==> src/sv/gspid_pkg.sv <==
`default_nettype none
// ----------------------------------------------------------------------------
// gspid_pkg: shared types and constants
// Widths, scaling constants and the result bundle of the gain-scheduled
// PID motor drive.
// ----------------------------------------------------------------------------
package gspid_pkg;

  // Field widths
  localparam int unsigned SpanW   = 15;
  localparam int unsigned ByteW   = 8;
  localparam int unsigned PosW    = 16;
  localparam int unsigned TargetW = 14;
  localparam int unsigned LevelW  = 8;

  // Control sum in thousandths of an output unit, signed
  localparam int unsigned SumW    = 29;

  // Saturation: |S| at or above this gives the maximum drive level
  localparam logic [SumW-1:0]   SatLimit = 29'd150000;
  localparam logic [LevelW-1:0] DriveMax = 8'd150;

  // Divide by 1000 as multiply by ceil(2^28 / 1000), exact for |S| < 150000
  localparam int unsigned       DivIn    = 18;
  localparam int unsigned       DivShift = 28;
  localparam int unsigned       RecipW   = 19;
  localparam logic [RecipW-1:0] DivRecip = 19'd268436;

  // Result item bundle
  typedef struct packed {
    logic              motor_on;
    logic              turn_right;
    logic [LevelW-1:0] drive_level;
  } drive_t;

endpackage : gspid_pkg
`default_nettype wire

==> src/sv/gspid_law.sv <==
`default_nettype none
// ----------------------------------------------------------------------------
// gspid_law: scheduled control law
// Error, wrapped integral and derivative, band selection by encoder span,
// and the fixed-point control sum S in thousandths.
// ----------------------------------------------------------------------------
module gspid_law
  import gspid_pkg::*;
(
  input  wire logic [ByteW-1:0]          setpoint_byte_i,
  input  wire logic signed [PosW-1:0]    encoder_position_i,
  input  wire logic [ByteW-1:0]          kp_code_i,
  input  wire logic [ByteW-1:0]          ki_code_i,
  input  wire logic [ByteW-1:0]          kd_code_i,
  input  wire logic [SpanW-1:0]          encoder_span_i,
  input  wire logic signed [PosW-1:0]    error_sum_i,
  input  wire logic signed [PosW-1:0]    prev_error_i,
  output logic [TargetW-1:0]             target_position_o,
  output logic signed [PosW-1:0]         error_o,
  output logic signed [PosW-1:0]         error_sum_o,
  output logic signed [SumW-1:0]         ctrl_sum_o
);

  logic [PosW-1:0]          target_w;
  logic signed [PosW-1:0]   deriv;
  logic [PosW:0]            err_mag;
  logic [19:0]              err_mag10;
  logic [19:0]              span6;
  logic signed [24:0]       p_term;
  logic signed [24:0]       i_term;
  logic signed [24:0]       kd_prod;
  logic signed [SumW-1:0]   d_term;

  // target = 60 * byte = 64*byte - 4*byte
  assign target_w = ({8'd0, setpoint_byte_i} << 6) - ({8'd0, setpoint_byte_i} << 2);
  assign target_position_o = target_w[TargetW-1:0];

  // Error, integral and derivative, all wrapping at 16 bits
  assign error_o     = $signed(target_w - encoder_position_i);
  assign error_sum_o = error_sum_i + error_o;
  assign deriv       = error_o - prev_error_i;

  // Band limits: 10*|e| against span and 6*span
  assign err_mag   = error_o[PosW-1] ? (17'd0 - {error_o[PosW-1], error_o})
                                     : {1'b0, error_o};
  assign err_mag10 = {err_mag, 3'b000} + {2'b00, err_mag, 1'b0};
  assign span6     = {4'd0, encoder_span_i, 1'b0} + {3'd0, encoder_span_i, 2'b00};

  // Gain products, gain codes unsigned
  assign p_term  = $signed({1'b0, kp_code_i}) * error_o;
  assign i_term  = $signed({1'b0, ki_code_i}) * error_sum_o;
  assign kd_prod = $signed({1'b0, kd_code_i}) * deriv;
  assign d_term  = (SumW'(kd_prod) <<< 3) + (SumW'(kd_prod) <<< 1);

  // Term selection
  always_comb begin
    if (err_mag10 < {5'd0, encoder_span_i}) begin
      ctrl_sum_o = SumW'(p_term) + d_term;
    end else if (err_mag10 < span6) begin
      ctrl_sum_o = SumW'(p_term);
    end else begin
      ctrl_sum_o = SumW'(p_term) + SumW'(i_term);
    end
  end

endmodule : gspid_law
`default_nettype wire

==> src/sv/gspid_scale.sv <==
`default_nettype none
// ----------------------------------------------------------------------------
// gspid_scale: output scaling
// Sign to enable and direction, |S|/1000 truncated and saturated at 150.
// ----------------------------------------------------------------------------
module gspid_scale
  import gspid_pkg::*;
(
  input  wire logic signed [SumW-1:0] ctrl_sum_i,
  output drive_t                      drive_o
);

  logic [SumW-1:0]         sum_mag;
  logic [DivIn+RecipW-1:0] quot_prod;

  assign sum_mag   = ctrl_sum_i[SumW-1] ? (SumW'(0) - ctrl_sum_i) : ctrl_sum_i;
  // reciprocal multiply, only used below the saturation limit
  assign quot_prod = sum_mag[DivIn-1:0] * DivRecip;

  always_comb begin
    drive_o.motor_on   = (ctrl_sum_i != '0);
    drive_o.turn_right = !ctrl_sum_i[SumW-1] && (ctrl_sum_i != '0);
    if (sum_mag >= SatLimit) begin
      drive_o.drive_level = DriveMax;
    end else begin
      drive_o.drive_level = quot_prod[DivShift +: LevelW];
    end
  end

endmodule : gspid_scale
`default_nettype wire

==> src/sv/gain_scheduled_pid_motor_drive.sv <==
`default_nettype none
// ----------------------------------------------------------------------------
// gain_scheduled_pid_motor_drive: gain-scheduled PID position controller
// One control update per item; P+D, P or P+I chosen by error band.
// ----------------------------------------------------------------------------
//  channel | direction | handshake                 | payload
//  cfg     | in        | cfg_we_i                  | cfg_wdata_i (encoder span)
//  in      | in        | in_valid_i / in_ready_o   | setpoint, position, gains
//  out     | out       | out_valid_o / out_ready_i | enable, direction, level, target
//
// Three register stages: input, control sum, result. A result is valid once
// its item reaches the result stage; one item per cycle sustained while
// out_ready_i is high. Integral and last error update as an item leaves the
// input stage. A stage loads whenever it is empty or its contents move on,
// so out_ready_i reaches in_ready_o in the same cycle and the input stalls
// only while all three stages are full and the output is held.
// Reset clears the valid bits, integral and last error, and the encoder span.
// ----------------------------------------------------------------------------
module gain_scheduled_pid_motor_drive
  import gspid_pkg::*;
(
  input  wire logic                    clk_i,
  input  wire logic                    rst_ni,
  input  wire logic                    cfg_we_i,
  input  wire logic [SpanW-1:0]        cfg_wdata_i,
  input  wire logic                    in_valid_i,
  output logic                         in_ready_o,
  input  wire logic [ByteW-1:0]        setpoint_byte_i,
  input  wire logic signed [PosW-1:0]  encoder_position_i,
  input  wire logic [ByteW-1:0]        kp_code_i,
  input  wire logic [ByteW-1:0]        ki_code_i,
  input  wire logic [ByteW-1:0]        kd_code_i,
  output logic                         out_valid_o,
  input  wire logic                    out_ready_i,
  output logic                         motor_on_o,
  output logic                         turn_right_o,
  output logic [LevelW-1:0]            drive_level_o,
  output logic [TargetW-1:0]           target_position_o
);

  logic [SpanW-1:0]        span_q;
  logic signed [PosW-1:0]  err_sum_q, err_sum_d;
  logic signed [PosW-1:0]  prev_err_q, err_d;

  // stage 0: input register
  logic                    v0_q;
  logic [ByteW-1:0]        sp_q, kp_q, ki_q, kd_q;
  logic signed [PosW-1:0]  pos_q;

  // stage 1: control sum
  logic                    v1_q;
  logic signed [SumW-1:0]  sum_q, sum_d;
  logic [TargetW-1:0]      tgt1_q, tgt_d;

  // stage 2: result
  logic                    v2_q;
  drive_t                  drv_q, drv_d;
  logic [TargetW-1:0]      tgt2_q;

  logic adv0, adv1, adv2;

  // stage enables
  assign adv2 = !v2_q || out_ready_i;
  assign adv1 = !v1_q || adv2;
  assign adv0 = !v0_q || adv1;
  assign in_ready_o = adv0;

  // configuration register
  always_ff @(posedge clk_i or negedge rst_ni) begin
    if (!rst_ni) begin
      span_q <= '0;
    end else if (cfg_we_i) begin
      span_q <= cfg_wdata_i;
    end
  end

  gspid_law u_law (
    .setpoint_byte_i   (sp_q),
    .encoder_position_i(pos_q),
    .kp_code_i         (kp_q),
    .ki_code_i         (ki_q),
    .kd_code_i         (kd_q),
    .encoder_span_i    (span_q),
    .error_sum_i       (err_sum_q),
    .prev_error_i      (prev_err_q),
    .target_position_o (tgt_d),
    .error_o           (err_d),
    .error_sum_o       (err_sum_d),
    .ctrl_sum_o        (sum_d)
  );

  gspid_scale u_scale (
    .ctrl_sum_i(sum_q),
    .drive_o   (drv_d)
  );

  // valid bits and controller state
  always_ff @(posedge clk_i or negedge rst_ni) begin
    if (!rst_ni) begin
      v0_q       <= 1'b0;
      v1_q       <= 1'b0;
      v2_q       <= 1'b0;
      err_sum_q  <= '0;
      prev_err_q <= '0;
    end else begin
      if (adv0) v0_q <= in_valid_i;
      if (adv1) v1_q <= v0_q;
      if (adv2) v2_q <= v1_q;
      if (v0_q && adv1) begin
        err_sum_q  <= err_sum_d;
        prev_err_q <= err_d;
      end
    end
  end

  // payload registers
  always_ff @(posedge clk_i) begin
    if (adv0 && in_valid_i) begin
      sp_q  <= setpoint_byte_i;
      pos_q <= encoder_position_i;
      kp_q  <= kp_code_i;
      ki_q  <= ki_code_i;
      kd_q  <= kd_code_i;
    end
    if (adv1 && v0_q) begin
      sum_q  <= sum_d;
      tgt1_q <= tgt_d;
    end
    if (adv2 && v1_q) begin
      drv_q  <= drv_d;
      tgt2_q <= tgt1_q;
    end
  end

  // outputs
  assign out_valid_o       = v2_q;
  assign motor_on_o        = drv_q.motor_on;
  assign turn_right_o      = drv_q.turn_right;
  assign drive_level_o     = drv_q.drive_level;
  assign target_position_o = tgt2_q;

`ifndef SYNTHESIS
  // a driven level implies enabled
  a_level_enable: assert property (@(posedge clk_i) disable iff (!rst_ni)
    (out_valid_o && drive_level_o != '0) |-> motor_on_o)
    else $error("drive level without enable");

  // disabled motor has no direction or level
  a_idle_out: assert property (@(posedge clk_i) disable iff (!rst_ni)
    (out_valid_o && !motor_on_o) |-> (!turn_right_o && drive_level_o == '0))
    else $error("disabled result not zero");

  // level saturates
  a_sat: assert property (@(posedge clk_i) disable iff (!rst_ni)
    out_valid_o |-> (drive_level_o <= DriveMax))
    else $error("drive level above limit");

  // last error updates only when an item leaves the input stage
  a_state_hold: assert property (@(posedge clk_i) disable iff (!rst_ni)
    !(v0_q && adv1) |=> $stable(prev_err_q) && $stable(err_sum_q))
    else $error("controller state changed without an item");
`endif

endmodule : gain_scheduled_pid_motor_drive
`default_nettype wire
==> config.mk <==
export PLATFORM = sky130hd
export DESIGN_NAME = gain_scheduled_pid_motor_drive
export DESIGN_NICKNAME = d
export VERILOG_FILES = /design/src/sv/gspid_pkg.sv /design/src/sv/gspid_law.sv /design/src/sv/gspid_scale.sv /design/src/sv/gain_scheduled_pid_motor_drive.sv
export SDC_FILE = /design/constraint.sdc
export NUM_CORES = 2
export LEC_CHECK = 0
export ABC_AREA = 1
export BUFFER_PORTS_ARGS = -buffer_cell sky130_fd_sc_hd__buf_2
export CORE_ASPECT_RATIO = 0.8
export CORE_MARGIN = 5
export CORE_UTILIZATION = 35
export DETAILED_ROUTE_END_ITERATION = 10
export SKIP_LAST_GASP = 1
export SYNTH_ARGS = -nofsm -noshare
export SYNTH_HDL_FRONTEND = slang
export SYNTH_SLANG_ARGS = --single-unit
export TNS_END_PERCENT = 1
==> constraint.sdc <==
create_clock -name clk_i -period 18 [get_ports clk_i]
set_clock_uncertainty 0.2 [all_clocks]
set_input_delay 1.8 -clock clk_i [delete_from_list [all_inputs] [get_ports clk_i]]
set_output_delay 1.8 -clock clk_i [all_outputs]
set_load 0.02 [all_outputs]
Word level (Yosys, flattened, before mapping)
Cells that the tools add are included.

Divide/modulo/power cells: 0. Multiplexer cells: 4. Equality and inequality tests: 0. $add $sub $neg: 11. Bitwise logic cells: 0. Multiply operators: 4. Magnitude comparators: 3. Shift-type cells: 0. Reduce and logical (&&, ||, !) cells: 12.

Operators by type and width (count): 2-to-1 mux 29 bit (3); multiplier 9 x 16 -> 25 bit (3); multiplier 18 x 17 -> 34 bit, second input constant (1); subtractor 16 bit (2); adder 25 x 29 -> 29 bit (1); adder 28 x 26 -> 29 bit (1); >= comparator 29 x 18 -> 1 bit, second input constant (1); nonzero test 29 bit (1); subtractor 1 x 29 -> 29 bit, first input constant (1); adder 25 x 25 -> 26 bit (1); adder 20 x 18 -> 20 bit (1); < comparator 20 x 15 -> 1 bit (1); < comparator 20 bit (1); adder 16 x 17 -> 18 bit (1); 2-to-1 mux 17 bit (1); subtractor 1 x 16 -> 17 bit, first input constant (1); adder 16 bit (1); subtractor 14 x 10 -> 15 bit (1); logical AND 1 bit (4); zero test 1 bit (4); logical OR 1 bit (3).

Register bits after elaboration: 165. Word-level logic and storage cells: 51. Output and inout port bits: 26. Input bits: 68. Latch bits: 0. Memory bits (writable): 0. Memory bits (read-only): 0. Memories kept: 0.

Depth between registers and ports, before layout
Word-level depth: 8. Mapped depth: 64. Depth with buffers taken out: 64.

Modules after synthesis
Synthesis repeated with hierarchy kept, for this count alone.

Cells, all modules: 4304. Area total of the unflattened synthesis: 33218.1 um^2.

Modules (own cells, without submodules): gspid_law (instances 1, cells each 3134, area an instance 22096.2 um^2, seq. area each 0.0 um^2); gspid_scale (instances 1, cells each 838, area an instance 5655.4 um^2, seq. area each 0.0 um^2); gain_scheduled_pid_motor_drive (instances 1, cells each 332, area an instance 5466.5 um^2, seq. area each 4704.5 um^2).

Worst setup path before layout
OpenSTA, ideal clock, no wires.

Kind: register -> register. Start point: register sp_q[0]. End point: register sum_q[28] (data pin). Buffers on the path: 0. Path slack: 7.879 ns. Period minus slack after synthesis: 10.121 ns. Stages on the path, launching flop included: 53. Library setup time: 0.254 ns. Arrival time: 9.666 ns. Required time: 17.546 ns. Cell sequence: edfxtp_1 > ha_1 > a31oi_1 > o21ai_0 > nand2_1 > nand3_1 > xor2_1 > ha_1 > a21o_1 > a31oi_1 > nand3_2 > nand3_1 > nand2_1 > xnor2_4 > inv_1 > ha_1 > inv_1 > nor4_1 > (+17 left out) > a21oi_1 > o21bai_1 > xor2_1 > nand3_1 > nand2_1 > xor2_1 > inv_1 > ha_1 > a21o_1 > ha_1 > inv_1 > nor3_1 > nand3_1 > o2111ai_1 > xor2_1 > nand3_1 > nand3_1 > nand2_1.

Longest elaborated chain between the ends: 8. Elaborated cells on any way between the ends: 17. Classes of those cells: add/sub: 9; mul: 3; order compare: 2; mux: 3.

RTL lines: from (decl) (RTL line gain_scheduled_pid_motor_drive.sv:47) `logic [ByteW-1:0] sp_q, kp_q, ki_q, kd_q;`; from (signal assigned) (RTL line gain_scheduled_pid_motor_drive.sv:119) `sp_q <= setpoint_byte_i;`; subtractor 14 x 10 -> 15 bit * (RTL line gspid_law.sv:35) `assign target_w = ({8'd0, setpoint_byte_i} << 6) - ({8'd0, setpoint_byte_i} << 2);`; net tgt_d[11] (RTL line gain_scheduled_pid_motor_drive.sv:53) `logic [TargetW-1:0] tgt1_q, tgt_d;`; subtractor 16 bit * (RTL line gspid_law.sv:39) `assign error_o = $signed(target_w - encoder_position_i);`; net err_d[14] (RTL line gain_scheduled_pid_motor_drive.sv:43) `logic signed [PosW-1:0] prev_err_q, err_d;`; parallel branches: the longest is 5 deep, another holds adder 28 x 26 -> 29 bit; 2-to-1 mux 29 bit * (RTL line gspid_law.sv:57) `if (err_mag10 < {5'd0, encoder_span_i}) begin`; net sum_d[28] (RTL line gain_scheduled_pid_motor_drive.sv:52) `logic signed [SumW-1:0] sum_q, sum_d;`; to (signal assigned) (RTL line gain_scheduled_pid_motor_drive.sv:126) `sum_q <= sum_d;`; to (decl) (RTL line gain_scheduled_pid_motor_drive.sv:52).

Mark *: on every way through the listed nets, which the timed path passes. A chain may end at the register's enable or synchronous reset.

Worst setup path in the final report
Start point: register sp_q[4]. End point: register sum_q[28] (data pin).

Same word-level chain as after synthesis.

==> summary.md <==
| Metric | Value |
|---|---|
| Status | complete, no violations |
| Drt first pass iters | 6 |
| Critical path class | reg2reg |
| FP Rows | 99 |
| Full die area | between 90,000 and 100,000 um^2 |
| GRT Resource Usage Total | 0.175 |
| Hold_buf cts | 0 |
| Crit-path leading delay family | adder cells |
| Synth Warn # | 0 |
| Worst slew margin | 0.275 |
| RSZ-0062 raised after global routing | false |
| Final period util | 0.652 |
| CTS Buffer Depth | 2 |
| Seq/Total Area, Yosys | 0.144 |
| Setup Buffers After CTS | 0 |
| Slack of the worst reg-to-reg path | 6.27 ns |
| Drt wl/cell | 15.8 um |
| Io pins | 94 |
| Largest net degree at the start of global routing | 54 |
| CP required | 18.07 ns |
| Worst Tran Pin Value | approximately 1.1 ns |
| Via-to-Cell Ratio | about 4.8 |
| Max-cap violations | 0 |
| Reg-to-Reg End | sum_q[28] |
| Layout cells sized above 1 | 0.0589 |
| CP bufs+invs | 8 |
| Achievable Freq | around 0.085 GHz |
| Post-place setup slack | between 6 and 7 ns |
| Final Hold Viols | 0 |
| Fin worst setup slack | 6.27 ns |
| Number of gates resized after cts | 0 |
| Port Buffer Count | 91 |
| First-pass GRT wire length | about 140,000 um |
| Final Wtd Congestion | 0.948 |
| Register bit count reported by yosys | 161 |
| CTS H-Tree Depth | 4 |
| Vias | 25,343 |
| Min Tclk post-route | 11.73 ns |
| Clock Tree Root | clkbuf_16 |
| Setup TNS | 0 ns |
| Post-DP HPWL | 70,600 um |
| Critical Path End Type | flip-flop |
| RR Startpoint | sp_q[4] |
| Synth cell types | 63 |
| Worst Hold Class | reg2reg |
| Final Max Tran Viols | 0 |
| EDFF count, synth | 111 |
| CP max stage delay | 0.57 ns |
| CP Max Fanout | 8 |
| Average cell area after synthesis | 8.07 um^2 |
| Crit-path slowest cell | fa_1 |
| Util after Layout | 0.379 |
| Die H | about 280 um |
| Most Frequent Cell on Critical Path | nand2_1 |
| Dominant synthesized flop cell | edfxtp_1 |
| Final Setup Violations | 0 |
| Crit start category | flip-flop |
| Final ANT Viol Nets | 0 |
| Clock sink count | 161 |
| Async SR Flop Fraction | 0.311 |
| Netlist Area Pre-Place | 31,900 um^2 |
| Total global routing overflow | 0 |
| Cell count along the critical path | 53 |
| Mapped Cells | slightly below 4,000 |
| Starting Density | 0.351 |
| DRC violation count after routing | 0 |
| Area Growth Syn to Fin | 7.79% |
| Detailed Route WL | roughly 83,000 um |
| Hold EP | target_position_o[7] |
| Clock Latency Late Sink | 0.51 ns |
| Drt first-iter violations | between 1,500 and 2,000 |
| Die span in x | 348 um |
| WHS Path Cells | 0 |
| Crit path DAT | 11.80 ns |
| Fill cells | 9,410 |
| NumNets Final | roughly 5,000 |
| Vias in the first global route | around 25,000 |
| Hold path startpoint | tgt1_q[7] |
| TritonCTS clock tree | yes |
| Clk slew on worst S/H paths | 0.08 ns |
| Worst R2R Path Depth | 53 |
| CTS Buf Count | 17 |
| Initial antenna violation count | 2 |
| Core area | 90,800 um^2 |
==> cell families (layout without fill, tap and decap cells) <==
logic type	after synthesis	count (layout)	share of synthesized area
simple gates	1272	1272	0.168
compound gates	490	490	0.0871
flops	161	161	0.144
buf+inv	979	1067	0.117
other cells	1	4	0.000118
xor+xnor	194	194	0.0558
fa+ha+maj	856	856	0.428
==> per-layer routing <==
metal	global-route usage	share of wire	vias up
li1	-	-	12535
met1	0.252	0.48	12115
met2	0.266	0.43	608
met3	0.0406	0.071	85
met4	0.0425	0.022	0
met5	0	0	-
==> worst max path at each step <==
stage,from,endpoint,slack [ns]
after floorplan,sp_q[0],sum_q[28],7.88
after global placement,sp_q[4],sum_q[28],6.57
after detailed placement,sp_q[4],sum_q[28],6.40
after CTS,sp_q[4],sum_q[28],6.34
after global routing,sp_q[4],sum_q[28],5.21
final,sp_q[4],sum_q[28],6.27
==> flip-flops by register name, summed over array words and instances, names as in the netlist, 8 cells and up <==
name               count
tgt1_q                12
drive_level_o          8
pos_q                 16
sp_q                   8
kp_q                   8
prev_err_q            16
span_q                15
ki_q                   8
sum_q                 29
err_sum_q             16
target_position_o     12
kd_q                   8
==> area by class of cell <==
| class | instances | area (um^2) | area share |
|---|---|---|---|
| clock inverter | 13 | 144 | 0.00418 |
| clock buffer | 19 | 443 | 0.0129 |
| timing repair buffer | 114 | 628 | 0.0183 |
| tap | 1212 | 1520 | 0.0441 |
| antenna | 1 | 2.50 | 0.0000727 |
| multi-input combinational | 2815 | 23600 | 0.687 |
| sequential | 161 | 4580 | 0.133 |
| inverter | 921 | 3460 | 0.100 |
==> stage by stage <==
stage               hold slack [ns]  area (um^2)  std cells
floorplan                     0.200        31900       3955
global placement              0.205        33800       5223
detailed placement            0.205        33800       5223
CTS                           0.223        34400       5255
global route                  0.233        34400       5255
finish                        0.221        34400       5256
==> cell usage after synthesis, drive strengths merged, types with 2 or more instances <==
| library cell | n | area [um^2] |
|---|---|---|
| a21o | 16 | 120 |
| o21a | 5 | 37.5 |
| nor2 | 332 | 1250 |
| a31o | 6 | 52.6 |
| o211ai | 10 | 75.1 |
| o21ai | 159 | 796 |
| nand4 | 37 | 238 |
| or2 | 35 | 219 |
| nand2b | 2 | 12.5 |
| inv | 920 | 3450 |
| o2111ai | 4 | 35.0 |
| a31oi | 15 | 93.8 |
| clkbuf | 44 | 165 |
| and3 | 2 | 12.5 |
| o31ai | 9 | 72.6 |
| nor4 | 14 | 87.6 |
| xnor2 | 63 | 578 |
| o21bai | 18 | 143 |
| nand3 | 116 | 596 |
| o221ai | 6 | 52.6 |
| xor2 | 131 | 1200 |
| a2111oi | 2 | 17.5 |
| nand2 | 674 | 2570 |
| ha | 462 | 5780 |
| dfrtp | 50 | 1250 |
| buf | 14 | 100 |
| fa | 394 | 7890 |
| edfxtp | 111 | 3330 |
| nand3b | 14 | 109 |
| a211oi | 7 | 57.6 |
| a21oi | 223 | 1150 |
| and2 | 2 | 12.5 |
| a21boi | 6 | 45.0 |
| nor3 | 43 | 260 |
==> placed cells by master, fill, tap and decap left out, drive strengths merged, types with 3 or more instances in the layout <==
cell type and n:
a211oi 7, a21boi 6, a21o 16, a21oi 223, a31o 6, a31oi 15
buf 114, clkbuf 19, clkinv 7, conb 3, dfrtp 50, edfxtp 111
fa 394, ha 462, inv 927, nand2 674, nand3 116, nand3b 14
nand4 37, nor2 332, nor3 43, nor4 14, o2111ai 4, o211ai 10
o21a 5, o21ai 159, o21bai 18, o221ai 6, o31ai 9, or2 35
xnor2 63, xor2 131
Power is not shown: default switching activity piles up to over one toggle a cycle in this logic, so the estimate is an artifact.
